**config.mk**
```make
export PLATFORM = sky130hd
export DESIGN_NAME = led_matrix_scroll_scanner
export DESIGN_NICKNAME = d
export VERILOG_FILES = /design/src/design/lmss_pkg.sv /design/src/design/lmss_scan.sv /design/src/design/led_matrix_scroll_scanner.sv
export SDC_FILE = /design/constraint.sdc
export NUM_CORES = 1
export LEC_CHECK = 0
export BUFFER_PORTS_ARGS = -buffer_cell sky130_fd_sc_hd__buf_2
export CELL_PAD_IN_SITES_DETAIL_PLACEMENT = 1
export CELL_PAD_IN_SITES_GLOBAL_PLACEMENT = 1
export CORE_MARGIN = 4
export CORE_UTILIZATION = 35
export DETAILED_ROUTE_END_ITERATION = 7
export PLACE_DENSITY_LB_ADDON = 0.1
export SYNTH_ARGS = -nofsm -noshare
export SYNTH_HDL_FRONTEND = slang
export SYNTH_HIERARCHICAL = 1
export SYNTH_SLANG_ARGS = --single-unit
export TNS_END_PERCENT = 20
```
**constraint.sdc**
```tcl
create_clock -name clk -period 7 [get_ports clk]
set_input_delay 0.35 -clock clk [delete_from_list [all_inputs] [get_ports clk]]
set_output_delay 0.35 -clock clk [all_outputs]
set_load 0.05 [all_outputs]
```
**src/design/lmss_pkg.sv**
```systemverilog
`default_nettype none

package lmss_pkg;

    // Scan phases. The two-bit code that has no member falls back to the clear phase.
    typedef enum logic [1:0] {
        PH_CLEAR = 2'd0,
        PH_SHIFT = 2'd1,
        PH_DWELL = 2'd2
    } phase_t;

    localparam int ROM_GLYPHS = 13;
    localparam int ROM_ROWS   = 7;
    localparam int MASK_W     = 7;
    localparam int ROM_BITS   = 5;

    localparam logic [MASK_W-1:0] ALL_OFF = 7'h7F;

    // Configuration register indexes, taken from paddr[2].
    localparam logic REG_FRAMES = 1'b0;
    localparam logic REG_DWELL  = 1'b1;

    localparam logic [15:0] FRAMES_RESET = 16'd8;
    localparam logic [15:0] DWELL_RESET  = 16'd250;

    typedef struct packed {
        logic [15:0] frames_per_scroll;
        logic [15:0] row_dwell_ticks;
    } cfg_t;

    typedef struct packed {
        logic              serial_data;
        logic              shift_strobe;
        logic [MASK_W-1:0] row_off_mask;
        logic              clear_shift;
        logic [3:0]        scroll_offset;
        logic              frame_end;
    } result_t;

    localparam logic [ROM_BITS-1:0] GLYPH_ROM [ROM_GLYPHS][ROM_ROWS] = '{
        '{5'h00, 5'h00, 5'h00, 5'h00, 5'h00, 5'h00, 5'h00},
        '{5'h11, 5'h11, 5'h11, 5'h15, 5'h1B, 5'h1B, 5'h11},
        '{5'h11, 5'h11, 5'h11, 5'h1F, 5'h11, 5'h11, 5'h0E},
        '{5'h11, 5'h13, 5'h13, 5'h15, 5'h19, 5'h19, 5'h11},
        '{5'h0E, 5'h11, 5'h11, 5'h11, 5'h11, 5'h11, 5'h11},
        '{5'h11, 5'h11, 5'h11, 5'h1F, 5'h11, 5'h11, 5'h0E},
        '{5'h1E, 5'h10, 5'h10, 5'h10, 5'h10, 5'h10, 5'h10},
        '{5'h1F, 5'h04, 5'h04, 5'h04, 5'h04, 5'h04, 5'h1F},
        '{5'h1E, 5'h09, 5'h09, 5'h09, 5'h09, 5'h09, 5'h1E},
        '{5'h11, 5'h11, 5'h11, 5'h1F, 5'h11, 5'h11, 5'h0E},
        '{5'h1E, 5'h09, 5'h09, 5'h09, 5'h09, 5'h09, 5'h1E},
        '{5'h1F, 5'h10, 5'h10, 5'h1E, 5'h10, 5'h10, 5'h1F},
        '{5'h0E, 5'h11, 5'h01, 5'h0E, 5'h10, 5'h11, 5'h0E}
    };

    // Glyph row bits, zero-extended to eight bits. Anything outside the table is blank.
    function automatic logic [7:0] glyph_bits(input logic [7:0] glyph, input logic [3:0] row);
        logic [7:0] bits;
        bits = '0;
        if (glyph < 8'(ROM_GLYPHS) && row < 4'(ROM_ROWS))
        begin
            bits = 8'(GLYPH_ROM[glyph[3:0]][row[2:0]]);
        end
        return bits;
    endfunction

endpackage

`default_nettype wire

```
**src/design/lmss_scan.sv**
```systemverilog
`default_nettype none

module lmss_scan
    import lmss_pkg::*;
#(
    parameter int CHARS_SHOWN = 16,
    parameter int GLYPH_COUNT = 13,
    parameter int ROW_COUNT   = 7,
    parameter int GLYPH_WIDTH = 5
) (
    input  wire logic    clk,
    input  wire logic    rst_n,
    input  wire logic    step,
    input  wire logic    advance,
    input  wire cfg_t    cfg,
    output result_t      result
);

    localparam int CW  = (CHARS_SHOWN > 1) ? $clog2(CHARS_SHOWN) : 1;
    localparam int RW  = (ROW_COUNT > 1) ? $clog2(ROW_COUNT) : 1;
    localparam int BW  = $clog2(GLYPH_WIDTH + 1);
    localparam int GBW = $clog2(GLYPH_COUNT);

    phase_t              phase_reg, phase_next;
    logic [RW-1:0]       row_index_reg, row_index_next;
    logic [CW-1:0]       char_index_reg, char_index_next;
    logic [BW-1:0]       bit_index_reg, bit_index_next;
    logic [15:0]         dwell_count_reg, dwell_count_next;
    logic [15:0]         frame_count_reg, frame_count_next;
    logic [GBW-1:0]      base_glyph_reg, base_glyph_next;
    logic [GBW-1:0]      cur_glyph_reg, cur_glyph_next;
    logic [MASK_W-1:0]   row_drive_reg, row_drive_next;

    logic [7:0]          bits;
    logic [2:0]          bit_sel;
    logic [16:0]         dwell_sum;
    logic [16:0]         frame_sum;
    logic [15:0]         dwell_limit;
    logic [15:0]         frame_limit;
    logic                data;
    logic                strobe;
    logic                clr;
    logic                fend;

    always_ff @(posedge clk or negedge rst_n)
    begin
        if (!rst_n)
        begin
            phase_reg       <= PH_CLEAR;
            row_index_reg   <= '0;
            char_index_reg  <= '0;
            bit_index_reg   <= '0;
            dwell_count_reg <= '0;
            frame_count_reg <= '0;
            base_glyph_reg  <= '0;
            cur_glyph_reg   <= '0;
            row_drive_reg   <= ALL_OFF;
        end
        else if (step)
        begin
            phase_reg       <= phase_next;
            row_index_reg   <= row_index_next;
            char_index_reg  <= char_index_next;
            bit_index_reg   <= bit_index_next;
            dwell_count_reg <= dwell_count_next;
            frame_count_reg <= frame_count_next;
            base_glyph_reg  <= base_glyph_next;
            cur_glyph_reg   <= cur_glyph_next;
            row_drive_reg   <= row_drive_next;
        end
    end

    // cur_glyph_reg tracks (base + char_index) mod GLYPH_COUNT, so no modulo is needed.
    assign bits        = glyph_bits(8'(cur_glyph_reg), 4'(row_index_reg));
    assign bit_sel     = 3'(GLYPH_WIDTH - 1 - int'(bit_index_reg));
    assign dwell_sum   = {1'b0, dwell_count_reg} + 17'd1;
    assign frame_sum   = {1'b0, frame_count_reg} + 17'd1;
    assign dwell_limit = (cfg.row_dwell_ticks == 16'd0) ? 16'd1 : cfg.row_dwell_ticks;
    assign frame_limit = (cfg.frames_per_scroll == 16'd0) ? 16'd1 : cfg.frames_per_scroll;

    always_comb
    begin
        phase_next       = phase_reg;
        row_index_next   = row_index_reg;
        char_index_next  = char_index_reg;
        bit_index_next   = bit_index_reg;
        dwell_count_next = dwell_count_reg;
        frame_count_next = frame_count_reg;
        base_glyph_next  = base_glyph_reg;
        cur_glyph_next   = cur_glyph_reg;
        row_drive_next   = row_drive_reg;
        data             = 1'b0;
        strobe           = 1'b0;
        clr              = 1'b0;
        fend             = 1'b0;

        if (advance)
        begin
            unique case (phase_reg)
                PH_SHIFT:
                begin
                    if (char_index_reg == '0 && bit_index_reg == '0)
                    begin
                        row_drive_next = ALL_OFF;
                    end
                    if (bit_index_reg < BW'(GLYPH_WIDTH))
                    begin
                        data = bits[bit_sel];
                    end
                    strobe = 1'b1;
                    if (bit_index_reg == BW'(GLYPH_WIDTH))
                    begin
                        // Spacer bit done: move on to the next character.
                        bit_index_next = '0;
                        if (char_index_reg == CW'(CHARS_SHOWN - 1))
                        begin
                            char_index_next  = '0;
                            phase_next       = PH_DWELL;
                            dwell_count_next = '0;
                            cur_glyph_next   = base_glyph_reg;
                        end
                        else
                        begin
                            char_index_next = char_index_reg + CW'(1);
                            cur_glyph_next  = (cur_glyph_reg == GBW'(GLYPH_COUNT - 1)) ?
                                              '0 : cur_glyph_reg + GBW'(1);
                        end
                    end
                    else
                    begin
                        bit_index_next = bit_index_reg + BW'(1);
                    end
                end

                PH_DWELL:
                begin
                    if (4'(row_index_reg) < 4'(MASK_W))
                    begin
                        row_drive_next = ALL_OFF & ~(MASK_W'(1) << row_index_reg);
                    end
                    else
                    begin
                        row_drive_next = ALL_OFF;
                    end
                    if (dwell_sum >= {1'b0, dwell_limit})
                    begin
                        dwell_count_next = '0;
                        phase_next       = PH_SHIFT;
                        if (row_index_reg == RW'(ROW_COUNT - 1))
                        begin
                            row_index_next = '0;
                            fend           = 1'b1;
                            if (frame_sum >= {1'b0, frame_limit})
                            begin
                                frame_count_next = '0;
                                base_glyph_next  = (base_glyph_reg == GBW'(GLYPH_COUNT - 1)) ?
                                                   '0 : base_glyph_reg + GBW'(1);
                                cur_glyph_next   = base_glyph_next;
                            end
                            else
                            begin
                                frame_count_next = frame_sum[15:0];
                            end
                        end
                        else
                        begin
                            row_index_next = row_index_reg + RW'(1);
                        end
                    end
                    else
                    begin
                        dwell_count_next = dwell_sum[15:0];
                    end
                end

                default:
                begin
                    clr              = 1'b1;
                    row_drive_next   = ALL_OFF;
                    phase_next       = PH_SHIFT;
                    row_index_next   = '0;
                    char_index_next  = '0;
                    bit_index_next   = '0;
                    dwell_count_next = '0;
                    cur_glyph_next   = base_glyph_reg;
                end
            endcase
        end

        result.serial_data   = data;
        result.shift_strobe  = strobe;
        result.row_off_mask  = row_drive_next;
        result.clear_shift   = clr;
        result.scroll_offset = 4'(base_glyph_reg);
        result.frame_end     = fend;
    end

endmodule

`default_nettype wire

```
**src/design/led_matrix_scroll_scanner.sv**
```systemverilog
// Each result is registered in the output register, or in the skid register while the output is stalled.
// One input transfer per cycle while in_ready is high; the scan counters step once per transfer.
// A two-deep output stage (output register plus skid register) keeps in_ready registered.
// Reset (rst_n low, asynchronous) puts the scanner in its clear phase with all rows off,
// empties the output stage and loads the configuration defaults (8 frames, 250 ticks).
`default_nettype none

module led_matrix_scroll_scanner
    import lmss_pkg::*;
#(
    parameter int CHARS_SHOWN = 16,
    parameter int GLYPH_COUNT = 13,
    parameter int ROW_COUNT   = 7,
    parameter int GLYPH_WIDTH = 5
) (
    input  wire logic              clk,
    input  wire logic              rst_n,

    input  wire logic              psel,
    input  wire logic              penable,
    input  wire logic              pwrite,
    input  wire logic [2:0]        paddr,
    input  wire logic [31:0]       pwdata,
    output logic      [31:0]       prdata,
    output logic                   pready,

    input  wire logic              in_valid,
    output logic                   in_ready,
    input  wire logic              advance,

    output logic                   out_valid,
    input  wire logic              out_ready,
    output logic                   serial_data,
    output logic                   shift_strobe,
    output logic      [MASK_W-1:0] row_off_mask,
    output logic                   clear_shift,
    output logic      [3:0]        scroll_offset,
    output logic                   frame_end
);

    cfg_t    cfg_reg;
    result_t result;
    result_t out_reg;
    result_t skid_reg;
    logic    out_valid_reg;
    logic    skid_valid_reg;
    logic    in_xfer;
    logic    cfg_write;

    assign pready    = 1'b1;
    assign cfg_write = psel && penable && pwrite && pready;
    assign in_ready  = !skid_valid_reg;
    assign in_xfer   = in_valid && in_ready;

    always_ff @(posedge clk or negedge rst_n)
    begin
        if (!rst_n)
        begin
            cfg_reg.frames_per_scroll <= FRAMES_RESET;
            cfg_reg.row_dwell_ticks   <= DWELL_RESET;
        end
        else if (cfg_write)
        begin
            unique case (paddr[2])
                REG_FRAMES: cfg_reg.frames_per_scroll <= pwdata[15:0];
                REG_DWELL:  cfg_reg.row_dwell_ticks   <= pwdata[15:0];
                default:    cfg_reg <= cfg_reg;
            endcase
        end
    end

    always_comb
    begin
        unique case (paddr[2])
            REG_FRAMES: prdata = {16'b0, cfg_reg.frames_per_scroll};
            REG_DWELL:  prdata = {16'b0, cfg_reg.row_dwell_ticks};
            default:    prdata = '0;
        endcase
    end

    lmss_scan #(
        .CHARS_SHOWN (CHARS_SHOWN),
        .GLYPH_COUNT (GLYPH_COUNT),
        .ROW_COUNT   (ROW_COUNT),
        .GLYPH_WIDTH (GLYPH_WIDTH)
    ) u_scan (
        .clk     (clk),
        .rst_n   (rst_n),
        .step    (in_xfer),
        .advance (advance),
        .cfg     (cfg_reg),
        .result  (result)
    );

    // A result goes to the output register when it is free or being drained,
    // otherwise it waits in the skid register.
    always_ff @(posedge clk or negedge rst_n)
    begin
        if (!rst_n)
        begin
            out_valid_reg  <= 1'b0;
            skid_valid_reg <= 1'b0;
        end
        else if (out_ready || !out_valid_reg)
        begin
            if (skid_valid_reg)
            begin
                out_valid_reg  <= 1'b1;
                skid_valid_reg <= 1'b0;
            end
            else
            begin
                out_valid_reg <= in_xfer;
            end
        end
        else if (in_xfer)
        begin
            skid_valid_reg <= 1'b1;
        end
    end

    always_ff @(posedge clk)
    begin
        if (out_ready || !out_valid_reg)
        begin
            if (skid_valid_reg)
            begin
                out_reg <= skid_reg;
            end
            else if (in_xfer)
            begin
                out_reg <= result;
            end
        end
        else if (in_xfer)
        begin
            skid_reg <= result;
        end
    end

    assign out_valid     = out_valid_reg;
    assign serial_data   = out_reg.serial_data;
    assign shift_strobe  = out_reg.shift_strobe;
    assign row_off_mask  = out_reg.row_off_mask;
    assign clear_shift   = out_reg.clear_shift;
    assign scroll_offset = out_reg.scroll_offset;
    assign frame_end     = out_reg.frame_end;

    a_skid_needs_out: assert property (@(posedge clk) disable iff (!rst_n)
        skid_valid_reg |-> out_valid_reg)
        else $error("skid register holds a result while the output register is empty");

    a_data_needs_strobe: assert property (@(posedge clk) disable iff (!rst_n)
        (out_valid && serial_data) |-> shift_strobe)
        else $error("serial data is high on a transfer without a shift strobe");

    a_clear_all_off: assert property (@(posedge clk) disable iff (!rst_n)
        (out_valid && clear_shift) |-> (row_off_mask == ALL_OFF && !shift_strobe && !frame_end))
        else $error("clear transfer does not have every row off");

endmodule

`default_nettype wire

```
==> flow_summary.ini <==
[timing]
rsz0062_at_grt = no
maxSlewHeadroom_pct = 26.9
totalNegativeSetupSlack_ns = 0
timing.fmax_mhz = 229
report.final.hold_viol_count = 0
finalWorstPathRequiredPeriod_ns = 4.36
layout_worst_path_cycle_share_pct = 62.3
timing_worst_slew_pin_value_ns = 1.09
worst_clock_skew_ns = 0.0127
timing.final.max_slew_violations = 0
final-setup-viol-count = 0

[yosys]
number_of_enable_flip_flop_cells_after_synthesis = 30
post_synth_inst_count = 809
synth-async-reset-ratio_pct = 75.6
yosysUniqueCellTypes = 63
yosys_most_used_dff = dfrtp_1
mappedNetlistArea_mm2 = 0.00786
synth_warnings = 6
ys_seq_area_share_pct = 41.3
postSynthRegisterBits = 123
syn_avg_cell_area_um2 = 9.72

[status]
status = complete, no violations

[layout]
mostFrequentLayoutCell = nand2_1
post_route_cells_drive_above_1_share_pct = 21.0
postLayoutCoreUtil_pct = 40.4
fin_nets = 948
largest_register_ffs = 32
areaGrowthSynthToFinish_pct = 12.9
insertedDiodeCount = 0
filler_cell_count = 2494
layout.cells.most_common_list = nand2_1, dfrtp_1, mux2_2

[setup_path]
critical_path_arrival_ns = 4.65
timing.critical_path.cells = ha_1 -> and3_1 -> nor3b_4 -> nand3_1 -> xnor2_1 -> ha_1 -> and3b_1 -> a311o_1 -> a41oi_1 -> nand3_1 -> nor2_1 -> buf_4 -> nor2_1 -> mux2_2
critPathCaptureType = register
worstReg2RegStart = u_scan/frame_count_reg[0]
worst-endpoint-required_ns = 7.29
timing.critical_path.max_delay_family = simple AND/OR/NAND/NOR gates
worst_path_cell_with_the_longest_stage_delay = nor2_1
setup.worst_path.start_class = register
worst-setup-path-type = register to register
ff2ff_path_depth = 14
critical_path.max_stage_delay_ns = 0.48
cp_num_buf_inv = 1
reg2reg_to = u_scan/base_glyph_reg[1]
register_to_register_path_setup_slack_ns = 2.64
critical_path.max_fanout = 8

[die]
design.die.area_mm2 = 0.0249
row_count = 54
fp.dieW_um = 158
io_pins = 93
die_y_um = 158
core_area_mm2 = 0.0220
initial_utilization_pct = 35.8

[drt]
routed_len_inst_um = 19.2
antenna_violating_nets_remaining = 0
drc = 0
first_pass_iters = 4
vias = 6116
detail_route.iter0.violations = 196
vias_per_cell = 5.34
final_wl_mm = 21.9

[power]
powerDensity_mw_per_mm2 = 352
power.ir.vdd_worst_v = 0.000119
p_leak_nw = 3.93

[clock_tree]
tritoncts_sink_count = 123
post_cts.resized_instances = 0
holdBufCountCts = 1
cts_inserted_buffers = 17
cts_post_setup_buffers_inserted = 0
clock-root-buffer = clkbuf_16
cts_htree_levels = 4
clk_transition_reported_paths_ns = 0.06
tritoncts = built
clockBufferDepth = 2
worstSkewPairLatency_ns = 0.42

[worst_hold_path]
hold_path.startpoint = in_valid
worstHoldPathType = input pin to register
worstHoldPathCells = 3
min_delay_worst_endpoint = out_valid

[grt]
grtUsageTotal_pct = 18.3
grt_max_degree = 61
first_global_vias = 6569
antenna_found_initial = 0
wire_length_of_the_first_global_routing_pass_mm = 35.9
grt_overflow_total = 0

[place]
placement.io_buffers = 57
dp_hpwl_mm = 16.3
gpl.final_weighted_congestion = 0.834

[job]
timing.max_cap.violations = 0
## metrics by stage
| step | power (mW) | cells | instance area, um2 | setup WS [ns] | hold slack, ns |
|---|---|---|---|---|---|
| after global placement | 2.21 | 1112 | 8280 | 2.76 | 0.334 |
| after floorplan | 1.93 | 824 | 7920 | 3.54 | 0.0544 |
| after CTS | 3.16 | 1145 | 8870 | 2.63 | 0.155 |
| after global routing | 3.34 | 1145 | 8870 | 2.29 | 0.171 |
| after detailed placement | 2.26 | 1112 | 8280 | 2.69 | 0.343 |
| final | 3.12 | 1145 | 8870 | 2.64 | 0.176 |
## Yosys cell counts (18+ instances only)
library cell	count	area, um2
inv_1	53	199
nor3_1	18	90.1
nor2_1	35	131
a21oi_1	58	290
nand2_1	95	357
o21ai_0	52	260
mux2_2	59	664
buf_4	21	158
nand3_1	26	130
ha_1	53	663
clkbuf_1	20	75.1
dfrtp_1	79	1980
edfxtp_1	30	901
## logic make-up (layout without fill, tap and decap cells)
group	after synthesis	count (layout)	synth area share, %
AO/OA/AOI/OAI	182	182	14.4
adder cells (fa/ha/maj)	53	53	8.44
XOR/XNOR	30	30	3.34
buffers and inverters	108	149	6.57
other	2	17	0.0955
multiplexers	75	75	11.1
AND/OR/NAND/NOR	236	236	14.8
flip-flops	123	123	41.3
## worst reg2reg max path, delay by kind of cell (launching register included)
kind / cells / cell delay (ns)
simple gates: 7 / 1.85
fa+ha+maj: 2 / 0.63
compound gates: 2 / 0.52
flops: 1 / 0.44
mux: 1 / 0.28
xor+xnor: 1 / 0.27
buf+inv: 1 / 0.24
## how the worst max path moves through the flow
| stage | startpoint | end | slack [ns] | cells after the start |
|---|---|---|---|---|
| 5_1_grt | u_scan/frame_count_reg[0] | u_scan/base_glyph_reg[1] | 2.29 | 14 |
| 6_report | u_scan/frame_count_reg[0] | u_scan/base_glyph_reg[1] | 2.64 | 14 |
| 3_5_place_dp | u_scan/frame_count_reg[0] | u_scan/base_glyph_reg[1] | 2.69 | 14 |
| 4_1_cts | u_scan/frame_count_reg[0] | u_scan/base_glyph_reg[1] | 2.63 | 14 |
| 2_1_floorplan | u_scan/frame_count_reg[0] | u_scan/cur_glyph_reg[0] | 3.54 | 14 |
| 3_3_place_gp | u_scan/frame_count_reg[0] | u_scan/base_glyph_reg[0] | 2.76 | 14 |
## cell type report
cell class,count,area [um2],share of cell area [%]
tap,280,350,3.95
clock buffer,21,462,5.20
clock inverter,11,120,1.35
inverter,54,203,2.28
timing repair buffer,63,335,3.78
multi-input combinational,593,4160,46.9
sequential,123,3250,36.6
## routing by layer
layer	GRT usage [%]	vias up	share of wire, %	wire length [um]
met4	5.69	0	2.1	454
met1	23.6	3051	46	10100
met5	0	-	0	0
met3	3.94	26	3.4	742
met2	30.8	99	48	10600
li1	-	2940	-	-
## power by group
part           total, mW  internal (mW)  switching (mW)
clock network      0.878          0.544           0.334
logic               1.16          0.408           0.757
registers           1.08          0.909           0.172
total               3.12           1.86            1.26
(Power assumes the default switching activity.)
